[src/rtl/cursor_list_engine_defines.svh]
`ifndef CURSOR_LIST_ENGINE_DEFINES_SVH
`define CURSOR_LIST_ENGINE_DEFINES_SVH

// assertion helpers, sampled on clock and switched off while reset is high

// same-cycle implication
`define CLE_ASSERT_IMPLY(label, pre, post) \
   label: assert property (@(posedge clock) disable iff (reset) (pre) |-> (post)) \
      else $error("cursor list engine: check failed");

// next-cycle implication
`define CLE_ASSERT_NEXT(label, pre, post) \
   label: assert property (@(posedge clock) disable iff (reset) (pre) |=> (post)) \
      else $error("cursor list engine: check failed");

`endif

[src/rtl/cle_pkg.sv]
// ----------------------------------------------------------------------------
// cle_pkg
// Shared types and constants of the cursor list engine.
// ----------------------------------------------------------------------------
`timescale 1ns / 1ps

package cle_pkg;

   localparam int DEFAULT_CAPACITY = 256;

   localparam int ACTION_W = 4;
   localparam int VALUE_W  = 32;
   localparam int STATUS_W = 2;
   localparam int LENGTH_W = 9;
   localparam int POS_W    = 9;

   typedef enum logic [ACTION_W-1:0] {
      ACT_QUERY      = 4'd0,
      ACT_MOVE_FRONT = 4'd1,
      ACT_MOVE_BACK  = 4'd2,
      ACT_PREV       = 4'd3,
      ACT_NEXT       = 4'd4,
      ACT_PREPEND    = 4'd5,
      ACT_APPEND     = 4'd6,
      ACT_INS_BEFORE = 4'd7,
      ACT_INS_AFTER  = 4'd8,
      ACT_DEL_FRONT  = 4'd9,
      ACT_DEL_BACK   = 4'd10,
      ACT_DEL_CURSOR = 4'd11,
      ACT_SET        = 4'd12,
      ACT_CLEAR      = 4'd13
   } action_type;

   typedef enum logic [STATUS_W-1:0] {
      ST_OK        = 2'd0,
      ST_EMPTY     = 2'd1,
      ST_NO_CURSOR = 2'd2,
      ST_FULL      = 2'd3
   } status_type;

   typedef enum logic [2:0] {
      S_IDLE,
      S_LINK_A,
      S_LINK_B,
      S_EXEC,
      S_FINISH,
      S_RESP
   } state_type;

   typedef struct packed {
      logic accept;
      logic link_a;
      logic link_b;
      logic exec;
      logic finish;
      logic load_rsp;
   } cmd_type;

endpackage

[src/rtl/cle_ctrl.sv]
// ----------------------------------------------------------------------------
// cle_ctrl
// Sequencer of the cursor list engine: steps one item through link reads,
// update, second link write and value fetch, then hands over the result.
// ----------------------------------------------------------------------------
`timescale 1ns / 1ps

module cle_ctrl (
   input  logic             clock,
   input  logic             reset,
   input  logic             req_valid,
   output logic             req_stall,
   output logic             rsp_valid,
   input  logic             rsp_stall,
   output cle_pkg::cmd_type cmd
);

   cle_pkg::state_type state_ff, state_in;
   logic               rsp_valid_ff, rsp_valid_in;
   logic               rsp_free;

   assign rsp_free = !rsp_valid_ff || !rsp_stall;

   always_comb begin
      state_in = state_ff;
      case (state_ff)
         cle_pkg::S_IDLE: begin
            if (req_valid) state_in = cle_pkg::S_LINK_A;
         end
         cle_pkg::S_LINK_A: state_in = cle_pkg::S_LINK_B;
         cle_pkg::S_LINK_B: state_in = cle_pkg::S_EXEC;
         cle_pkg::S_EXEC:   state_in = cle_pkg::S_FINISH;
         cle_pkg::S_FINISH: state_in = cle_pkg::S_RESP;
         cle_pkg::S_RESP: begin
            if (rsp_free) state_in = cle_pkg::S_IDLE;
         end
         default: state_in = cle_pkg::S_IDLE;
      endcase
   end

   always_comb begin
      cmd          = '0;
      req_stall    = 1'b1;
      case (state_ff)
         cle_pkg::S_IDLE: begin
            req_stall  = 1'b0;
            cmd.accept = req_valid;
         end
         cle_pkg::S_LINK_A: cmd.link_a = 1'b1;
         cle_pkg::S_LINK_B: cmd.link_b = 1'b1;
         cle_pkg::S_EXEC:   cmd.exec   = 1'b1;
         cle_pkg::S_FINISH: cmd.finish = 1'b1;
         cle_pkg::S_RESP:   cmd.load_rsp = rsp_free;
         default: req_stall = 1'b1;
      endcase
   end

   always_comb begin
      if (cmd.load_rsp) rsp_valid_in = 1'b1;
      else if (!rsp_stall) rsp_valid_in = 1'b0;
      else rsp_valid_in = rsp_valid_ff;
   end

   always_ff @(posedge clock) begin
      if (reset) begin
         state_ff     <= cle_pkg::S_IDLE;
         rsp_valid_ff <= 1'b0;
      end else begin
         state_ff     <= state_in;
         rsp_valid_ff <= rsp_valid_in;
      end
   end

   assign rsp_valid = rsp_valid_ff;

endmodule

[config.mk]
export PLATFORM = sky130hd
export DESIGN_NAME = cle_ctrl
export DESIGN_NICKNAME = d
export VERILOG_FILES = /design/src/rtl/cursor_list_engine_defines.svh /design/src/rtl/cle_pkg.sv /design/src/rtl/cle_ctrl.sv
export SDC_FILE = /design/constraint.sdc
export NUM_CORES = 1
export LEC_CHECK = 0
export BUFFER_PORTS_ARGS = -buffer_cell sky130_fd_sc_hd__clkbuf_2
export CAP_MARGIN = 20
export CORE_AREA = 2 2 39 41
export CTS_CLUSTER_DIAMETER = 40
export CTS_CLUSTER_SIZE = 16
export DETAILED_ROUTE_END_ITERATION = 8
export DIE_AREA = 0 0 41 43
export SYNTH_ARGS = -nofsm -noshare
export SYNTH_HDL_FRONTEND = slang
export SYNTH_SLANG_ARGS = --single-unit
[constraint.sdc]
create_clock -name clock -period 0.97 [get_ports clock]
set_input_delay 0.0485 -clock clock [delete_from_list [all_inputs] [get_ports clock]]
set_output_delay 0.0485 -clock clock [all_outputs]
set_load 0.01 [all_outputs]
Word level (Yosys, flattened, before mapping)
Index checks and enable logic that the tools add are counted.
{ "word_totals": {"register_bits": 4, "out_inout_bits": 8, "word_cells": 27} }
{ "classes": {"n_eq_ne": 8, "mux": 12, "n_reduce_logical": 5} }
{ "op_table": {"columns": ["operator", "count"], "rows": [
  ["$pmux W3 S6", 1],
  ["$mux W1", 9],
  ["$eq A3 B2 Y1 const B", 2],
  ["$eq A3 B3 Y1 const B", 2],
  ["$mux W3", 2],
  ["$ne A2 B2 Y1 const B", 2],
  ["$eq A3 B1 Y1 const B", 1],
  ["$logic_not A3 Y1", 1],
  ["$logic_not A1 Y1", 2],
  ["$ne A2 B1 Y1 const B", 1],
  ["$reduce_and A2 Y1", 1],
  ["$logic_or A1 B1 Y1", 1]
]} }

Logic depth before layout (Yosys ltp)
Gate-level depths: netlist (run 1).
{ "depth": {"depth_word": 4, "ltp_mapped": 4} }

Worst setup path before layout (run 1)
OpenSTA, ideal clock, no wires.
{ "synth_path": {"kind": "reg-to-output", "from": "register state_ff[0]", "to": "output cmd[5] in the netlist's numbering", "t_arrival_ns": 0.929, "path_slack_ns": -0.007, "path_stages_with_launch": 4, "path_buffers": 1, "cell_sequence": "dfxtp_1 > buf_6 > or3_4 > nor2_2"} }
{ "synth_lines": {"columns": ["item", "line_no", "text"], "rows": [
  ["start, declared", "cle_ctrl.sv:18", "cle_pkg::state_type state_ff, state_in;"],
  ["start signal, assigned", "cle_ctrl.sv:66", "state_ff <= cle_pkg::S_IDLE;"],
  ["start signal, assigned", "cle_ctrl.sv:69", "state_ff <= state_in;"],
  ["end, declared", "cle_ctrl.sv:15", "output cle_pkg::cmd_type cmd"]
]} }

==> results.yml, run 1 <==
status:
  outcome: "finished, violations left"
  violations: "negative setup slack"
final_layout:
  diodes: 0
  layout.area.seq_um2: 88.8
  layout_commonest_cell: "buf_4"
  final_util_pct: 34.7
  nets: 57
  fillers: 151
  final_cell_mix: "9 x buf_4, 6 x clkbuf_2, 5 x buf_6"
  layout-drive-gt1-share_pct: 80.4
  multiInputGateArea_um2: 168
  area_delta_synth_final_pct: 90.1
  fin_cells: 67
sta:
  setup_tns_ns: -1.36
  min_period_ns: 1.22
  slew_headroom_pct: 83.5
  setup_ws_ns: -0.246
  finalMaxSlewViolations: 0
  hold_viol: 0
  fmax_ghz: 0.823
  holdWs_ns: 0.0552
  fin_crit_sh_pct: 125
  clock_skew_ns: 0.00499
  rsz0062_at_grt: "yes"
  worst_slew_pin_slew_ns: 0.244
  setup_viol: 10
critical_path:
  r2r_cells: 5
  crit_top_cell: "buf_4"
  crit_cells: 4
  path_buf_inv: 3
  reg2reg_slack_ns: -0.09
  critPathArrivalTime_ns: 1.17
  startpoint_type: "flip-flop"
  critical-path-max-stage-delay_ns: 0.34
  critPathRequiredTime_ns: 0.92
  worstPathCellList: "buf_4 -> buf_4 -> and3_2 -> clkbuf_2"
  startpoint: "state_ff[1]$_SDFFE_PP0P_"
  endpoint_kind: "output pin"
  crit_path_top_delay_cell: "dfxtp_4"
  r2r-end: "state_ff[2]$_SDFFE_PP0P_"
  crit_end: "cmd[2]"
  crit_family: "buffers and inverters"
  path_class: "flip-flop to output pin"
  crit_path_max_fanout: 4
  r2r-start: "state_ff[2]$_SDFFE_PP0P_"
yosys:
  postSynthCellCount: 27
  synth_area_per_cell_um2: 9.36
  ys_warn_count: 0
  synth_seq_area_share_pct: 31.7
  synthDistinctLibCells: 20
  ys_ff_latch: 4
  syn_nets: 31
  synth_area_um2: 253
global_route:
  grt_overflow: 0
  grt_pass1_wl_um: 1190
  grt_pass1_vias: 297
  grt_max_degree: 6
  antenna_found_initial: 0
  grt_use_total_pct: 11.0
pwr:
  vdd_drop_max_mv: 0.354
  p_leak_nw: 0.234
  p_int_uw: 486
  swShare_pct: 30.6
  p_sw_uw: 214
  power_frac_comb_pct: 40.0
  p_seq_share_pct: 28.6
  clkPwrFrac_pct: 31.4
  power_density_mw_per_mm2: 1460
clock_network:
  cts_tree: "done"
  clockRootBuffer: "clkbuf_4"
  clkSinkCount: 4
  cts_buffers: 3
  hold_buffers: 0
  ctsHtreeMaxLevel: 1
  cts.reportedPaths.clkPinSlew_ns: 0.04
  clk_latency_ns: 0.24
  clk_path_buf_depth: 2
floorplanning:
  io_pins: 12
  dieArea_mm2: 0.00176
  die_y_um: 43
  die_w_um: 41
  fp.coreArea_mm2: 0.00138
  initial_core_util_pct: 18.3
  rows: 14
routing:
  viasPerCell: 4.15
  drt-pass1-iter-count: 4
  num_vias: 278
  drc: 0
  drt-initial-drc-count: 3
  routed_wl_um: 738
  wl_per_cell_um: 11.0
  final_antenna_net_count: 0
placed_design:
  hpwlAfterDp_um: 417
  port_buffers: 11
  gp_congestion: 0.760
  placed_cells: 58
  pre_cts_slack_ns: -0.0331
min_path:
  holdCritPathClass: "input port to flip-flop"
job:
  cap_violations: 0
what timing repair did:
item | 4_1_cts | 5_1_grt
gates resized for setup | 11 | 9
endpoints found under the hold margin | 0 | 0
pin swaps | 3 | 1
setup buffers | 5 | 1
endpoints found under the setup margin | 7 | 10
metal layers:
metal | vias up | track usage [%] | wire (µm)
met3 | 0 | 6.28 | 47
met2 | 11 | 15.6 | 379
met5 | - | 0 | 0
met4 | 0 | 11.3 | 0
li1 | 146 | - | -
met1 | 121 | 9.97 | 311
worst reg2reg max path, cell delays in order (launching register included):
cell and delay (ns):
dfxtp_4 0.35, buf_6 0.11, buf_6 0.10, buf_6 0.10
nand4bb_1 0.21, o41ai_2 0.08
Yosys cell counts:
library cell | count | share of area (%)
and3_2 | 1 | 3.0
o21bai_1 | 1 | 3.0
nand3b_1 | 1 | 3.0
inv_2 | 1 | 1.5
buf_4 | 2 | 5.9
nand4bb_1 | 1 | 4.5
nand2_1 | 1 | 1.5
dfxtp_1 | 4 | 32
nor2_2 | 1 | 2.5
a21o_2 | 1 | 3.5
inv_1 | 1 | 1.5
buf_6 | 1 | 4.5
o41ai_2 | 1 | 6.4
nor3_1 | 2 | 4.0
a21oi_1 | 2 | 4.0
a211oi_1 | 1 | 3.0
nor3b_1 | 2 | 5.9
xnor2_1 | 1 | 3.5
a21boi_0 | 1 | 3.0
or3_4 | 1 | 4.5
flip-flops by register name (all words and copies together) (netlist names):
name       flops
state_ff       3
rsp_valid      1
cells by family (layout without fill, tap and decap cells):
family	after synthesis	count (layout)	share of synthesized area (%)
XOR/XNOR	1	1	3.47
AND/OR/NAND/NOR	10	10	28.7
flip-flops	4	4	31.7
AO/OA/AOI/OAI	7	7	22.8
buffers and inverters	5	29	13.4
worst min path at each step:
stage	endpoint	from	cells past startpoint	slack [ns]
6_report	state_ff[1]$_SDFFE_PP0P_	reset	2	0.06
4_1_cts	state_ff[1]$_SDFFE_PP0P_	reset	2	0.04
2_1_floorplan	rsp_valid$_SDFFE_PP0P_	reset	1	0.12
5_1_grt	state_ff[1]$_SDFFE_PP0P_	reset	2	0.03
3_3_place_gp	rsp_valid$_SDFFE_PP0P_	reset	2	0.30
3_5_place_dp	rsp_valid$_SDFFE_PP0P_	reset	2	0.30
power by group through the flow:
stage	combinational (mW)	sequential, mW	clock [mW]
6_report	0.280	0.200	0.220
5_1_grt	0.300	0.203	0.256
4_1_cts	0.264	0.199	0.230
3_5_place_dp	0.198	0.209	0
3_3_place_gp	0.198	0.209	0
2_1_floorplan	0.140	0.190	0
through the flow:
stage	area [µm²]	total power [mW]
detailed placement	359	0.408
CTS	455	0.693
floorplan	258	0.330
global placement	359	0.407
global route	480	0.759
finish	480	0.700
final cells by class:
| cell class | count | area share [%] |
|---|---|---|
| Sequential cell | 4 | 18.5 |
| Inverter | 2 | 1.56 |
| Timing Repair Buffer | 24 | 36.2 |
| Multi-Input combinational cell | 18 | 34.9 |
| Tap cell | 16 | 4.17 |
| Clock buffer | 3 | 4.69 |
Note: power is estimated with default switching activity, not from simulation.
==> run 2: changes to the inputs <==
--- a/config.mk
+++ b/config.mk
@@ -7,11 +7,11 @@
 export LEC_CHECK = 0
 export BUFFER_PORTS_ARGS = -buffer_cell sky130_fd_sc_hd__clkbuf_2
 export CAP_MARGIN = 20
-export CORE_AREA = 2 2 39 41
+export CORE_AREA = 3 3 40 42
 export CTS_CLUSTER_DIAMETER = 40
 export CTS_CLUSTER_SIZE = 16
 export DETAILED_ROUTE_END_ITERATION = 8
-export DIE_AREA = 0 0 41 43
+export DIE_AREA = 0 0 43 45
 export SYNTH_ARGS = -nofsm -noshare
 export SYNTH_HDL_FRONTEND = slang
 export SYNTH_SLANG_ARGS = --single-unit
==> run 2 against run 1 <==
  * The run still ends with negative setup slack left
  * Clock power is 6% lower
  * Cell area down 6.5%
  * Sequential power hardly changed
  * Largest power group unchanged
  * Highest routed layer unchanged
==> results.yml, run 2 (synthesis gave the netlist of run 1 again) <==
status:
  outcome: "finished, violations left"
  violations: "negative setup slack"
final_layout:
  diodes: 0
  layout_commonest_cell: "buf_4"
  layout-drive-gt1-share_pct: 76.6
  largest_register_ffs: 3
  final_cell_mix: "6 x buf_4, 5 x buf_2, 5 x buf_6"
  top_register: "state_ff"
  area_delta_synth_final_pct: 77.7
  fillers: 134
  final_util_pct: 35.0
  nets: 53
pwr:
  power_density_mw_per_mm2: 1510
  p_seq_share_pct: 29.4
  swShare_pct: 29.1
  vdd_drop_max_mv: 0.674
  p_leak_nw: 0.213
  p_int_uw: 481
  p_sw_uw: 197
  power_frac_comb_pct: 40.2
  clkPwrFrac_pct: 30.4
sta:
  slew_headroom_pct: 85.8
  finalMaxSlewViolations: 0
  fin_crit_sh_pct: 123
  min_period_ns: 1.20
  clock_skew_ns: 0.00120
  fmax_ghz: 0.835
  setup_tns_ns: -1.12
  setup_ws_ns: -0.228
  setup_viol: 10
  worst_slew_pin_slew_ns: 0.211
  hold_viol: 0
  rsz0062_at_grt: "yes"
global_route:
  grt_pass1_wl_um: 1040
  grt_pass1_vias: 252
  grt_overflow: 0
  grt_max_degree: 7
  antenna_found_initial: 0
  grt_use_total_pct: 7.49
routing:
  viasPerCell: 4.31
  drt-pass1-iter-count: 4
  routed_wl_um: 613
  wl_per_cell_um: 9.89
  drc: 0
  drt-initial-drc-count: 7
  num_vias: 267
  final_antenna_net_count: 0
clock_network:
  cts.reportedPaths.clkPinSlew_ns: 0.04
  clkSinkCount: 4
  clk_latency_ns: 0.23
  cts_tree: "done"
  hold_buffers: 0
  clk_path_buf_depth: 2
  ctsHtreeMaxLevel: 1
  clockRootBuffer: "clkbuf_4"
  cts_buffers: 3
critical_path:
  crit_cells: 3
  critical-path-max-stage-delay_ns: 0.38
  critPathRequiredTime_ns: 0.92
  crit_end: "cmd[5]"
  reg2reg_slack_ns: -0.04
  crit_path_max_fanout: 4
  r2r-start: "state_ff[0]$_SDFFE_PP0P_"
  crit_family: "simple AND/OR/NAND/NOR gates"
  worstPathCellList: "or3_4 -> nor2_4 -> buf_6"
  r2r_cells: 5
  startpoint_type: "flip-flop"
  startpoint: "state_ff[1]$_SDFFE_PP0P_"
  r2r-end: "state_ff[1]$_SDFFE_PP0P_"
  endpoint_kind: "output pin"
  critPathArrivalTime_ns: 1.15
  crit_path_top_delay_cell: "or3_4"
  path_buf_inv: 1
  path_class: "flip-flop to output pin"
placed_design:
  hpwlAfterDp_um: 394
  port_buffers: 11
  gp_congestion: 0.696
floorplanning:
  die_y_um: 45
  rows: 13
  die_w_um: 43
  fp.coreArea_mm2: 0.00128
  io_pins: 12
  dieArea_mm2: 0.00194
  initial_core_util_pct: 19.7
min_path:
  holdCritPathClass: "input port to flip-flop"
job:
  cap_violations: 0
run 2: worst register-to-register path: stages (launching register included):
cell and delay, ns:
dfxtp_2 0.31, buf_4 0.13, buf_6 0.12, buf_4 0.13, xnor2_1 0.11, nor3_1 0.11
run 2: timing repair:
item,in CTS,in global routing
hold endpoints to repair,0,0
pin swaps,5,1
gates resized for setup,12,9
endpoints found under the setup margin,7,10
setup buffers,5,1
run 2: how the worst min path moves through the flow:
stage | from | to | slack [ns] | cells past startpoint
floorplan | reset | rsp_valid$_SDFFE_PP0P_ | 0.12 | 1
detailed placement | reset | rsp_valid$_SDFFE_PP0P_ | 0.30 | 2
finish | reset | rsp_valid$_SDFFE_PP0P_ | 0.05 | 2
global route | reset | state_ff[1]$_SDFFE_PP0P_ | 0.05 | 2
CTS | reset | rsp_valid$_SDFFE_PP0P_ | 0.05 | 2
global placement | reset | rsp_valid$_SDFFE_PP0P_ | 0.30 | 2
run 2: metal layers:
metal  track usage (%)  vias up  part of all wire, %
met5                 0        -                    0
met4              1.81        0                    0
met3              5.98        0                   10
met1              8.43      118                   47
li1                  -      138                    -
met2              11.1       11                   42
run 2: layout make-up:
cell class | instances | area, µm² | area share (%)
tap | 15 | 18.8 | 4.18
inverter | 2 | 7.51 | 1.67
timing repair buffer | 20 | 146 | 32.6
multi-input combinational | 18 | 168 | 37.3
clock buffer | 3 | 22.5 | 5.01
sequential | 4 | 86.3 | 19.2
run 2: power by group through the flow:
stage | registers (mW) | clock network, mW | logic, mW
2_1_floorplan | 0.190 | 0 | 0.140
3_3_place_gp | 0.208 | 0 | 0.171
3_5_place_dp | 0.209 | 0 | 0.171
4_1_cts | 0.198 | 0.215 | 0.259
5_1_grt | 0.202 | 0.236 | 0.293
6_report | 0.199 | 0.206 | 0.272
run 2: through the flow:
step | power, mW | cell area (µm²) | instances | hold slack (ns) | setup WS (ns)
after global placement | 0.379 | 328 | 53 | 0.299 | -0.0376
after global routing | 0.731 | 449 | 62 | 0.0521 | -0.283
after CTS | 0.672 | 429 | 61 | 0.0513 | -0.242
final | 0.678 | 449 | 62 | 0.0517 | -0.228
after floorplan | 0.330 | 258 | 27 | 0.118 | 0.00860
after detailed placement | 0.380 | 328 | 53 | 0.300 | -0.0569
==> run 3: changes to the inputs <==
--- a/config.mk
+++ b/config.mk
@@ -12,6 +12,7 @@
 export CTS_CLUSTER_SIZE = 16
 export DETAILED_ROUTE_END_ITERATION = 8
 export DIE_AREA = 0 0 43 45
+export PLACE_DENSITY = 0.43
 export SYNTH_ARGS = -nofsm -noshare
 export SYNTH_HDL_FRONTEND = slang
 export SYNTH_SLANG_ARGS = --single-unit
==> run 3 against run 2 <==
  * The run still ends with negative setup slack left
  * Cell area grew 7.8%
  * Routed wire length increased by 19%
  * Largest power group unchanged
  * Clock power rose by 2%
  * Die area unchanged
  * Via count up 0.75%
  * Global-route usage up 1.8 points
  * Critical path type unchanged
  * Sequential power rose by 3%
  * Utilization increased by 2.7 points
  * Combinational power up 15%
==> results.yml, run 3 (synthesis gave the netlist of run 1 again) <==
clock_network:
  clockRootBuffer: "clkbuf_4"
  clk_path_buf_depth: 2
  cts_tree: "done"
  ctsHtreeMaxLevel: 1
  clkSinkCount: 4
  cts.reportedPaths.clkPinSlew_ns: 0.04
  clk_latency_ns: 0.24
  cts_buffers: 3
  hold_buffers: 0
job:
  cap_violations: 0
pwr:
  p_leak_nw: 0.227
  power_density_mw_per_mm2: 1510
  total_power_uw: 729
  vdd_drop_max_mv: 0.863
placed_design:
  gp_congestion: 0.747
  placed_cells: 57
  hpwlAfterDp_um: 482
  port_buffers: 11
routing:
  drc: 0
  num_vias: 269
  drt-pass1-iter-count: 4
  wl_per_cell_um: 11.6
  viasPerCell: 4.27
  final_antenna_net_count: 0
  drt-initial-drc-count: 7
  routed_wl_um: 730
critical_path:
  endpoint_kind: "output pin"
  critPathArrivalTime_ns: 1.17
  crit_path_max_fanout: 5
  path_class: "flip-flop to output pin"
  startpoint_type: "flip-flop"
  critPathRequiredTime_ns: 0.92
sta:
  setup_viol: 8
  fin_crit_sh_pct: 125
  fmax_ghz: 0.823
  rsz0062_at_grt: "yes"
  clock_skew_ns: 0.00301
  finalMaxSlewViolations: 0
  min_period_ns: 1.21
  holdWs_ns: 0.0648
  setup_ws_ns: -0.245
  slew_headroom_pct: 85.7
  hold_viol: 0
  worst_slew_pin_slew_ns: 0.212
global_route:
  grt_pass1_vias: 294
  grt_overflow: 0
  antenna_found_initial: 0
  grt_pass1_wl_um: 1260
  grt_max_degree: 8
  grt_use_total_pct: 9.33
final_layout:
  nets: 54
  fillers: 140
  diodes: 0
  top_register: "state_ff"
  final_cell_mix: "7 x buf_6, 6 x clkbuf_2, 4 x buf_2, 4 x buf_4, 3 x clkbuf_4"
  layout_commonest_cell: "buf_6"
  largest_register_ffs: 3
  fin_cells: 63
  layout-drive-gt1-share_pct: 87.5
  area_delta_synth_final_pct: 91.6
floorplanning:
  dieArea_mm2: 0.00194
  die_y_um: 45
  initial_core_util_pct: 19.7
  rows: 13
  die_w_um: 43
  fp.coreArea_mm2: 0.00128
  io_pins: 12
status:
  violations: "negative setup slack"
  outcome: "finished, violations left"
min_path:
  holdCritPathClass: "input port to flip-flop"
==> run 3: stage by stage <==
step / TNS [ns] / setup WS (ns) / util (%) / area [µm²]
finish: -1.04 / -0.245 / 37.7 / 484
floorplan: 0 / 0.00860 / - / 258
CTS: -1.07 / -0.240 / 33.9 / 435
detailed placement: -0.0184 / -0.0173 / 27.8 / 358
global placement: -0.00322 / -0.00322 / 27.8 / 358
global route: -1.60 / -0.306 / 37.7 / 484
==> run 3: repair_timing <==
action / CTS / global route
setup buffers: 3 / 1
setup endpoints to repair: 9 / 10
resized for setup: 11 / 16
pin swaps: 1 / 2
endpoints found under the hold margin: 0 / 0
==> run 3: path summary, 6_finish.rpt <==
path,end,start,depth (start not counted),slack (ns)
setup / recovery,cmd[5],state_ff[2]$_SDFFE_PP0P_,3,-0.24
hold / removal,state_ff[1]$_SDFFE_PP0P_,reset,2,0.06
setup reg to reg,state_ff[2]$_SDFFE_PP0P_,state_ff[2]$_SDFFE_PP0P_,4,-0.07
hold reg to reg,rsp_valid$_SDFFE_PP0P_,rsp_valid$_SDFFE_PP0P_,2,0.51
==> run 3: cell type report <==
type,count,area (µm²),share of cell area [%]
Tap cell,15,18.8,3.88
Timing Repair Buffer,21,159,32.8
Inverter,2,10.0,2.07
Clock buffer,3,22.5,4.65
Sequential cell,4,86.3,17.8
Multi-Input combinational cell,18,188,38.8
==> run 3: worst max-delay path, cell delays in order (launching register included) <==
cell     delay [ns]
dfxtp_2        0.34
or3_4          0.38
nor2_4         0.10
buf_6          0.11
==> run 3: routing by layer <==
metal / wire [µm] / global-route usage [%] / part of all wire [%]
met4: 0 / 1.81 / 0
met2: 362 / 14.7 / 50
met5: 0 / 0 / 0
met1: 300 / 10.1 / 41
met3: 67 / 7.17 / 9.2
==> run 3: power by group <==
group / internal, mW / switching [mW] / leakage (nW)
registers: 0.184 / 0.0197 / 0.0341
logic: 0.186 / 0.128 / 0.179
clock network: 0.139 / 0.0722 / 0.0138
total: 0.509 / 0.220 / 0.227
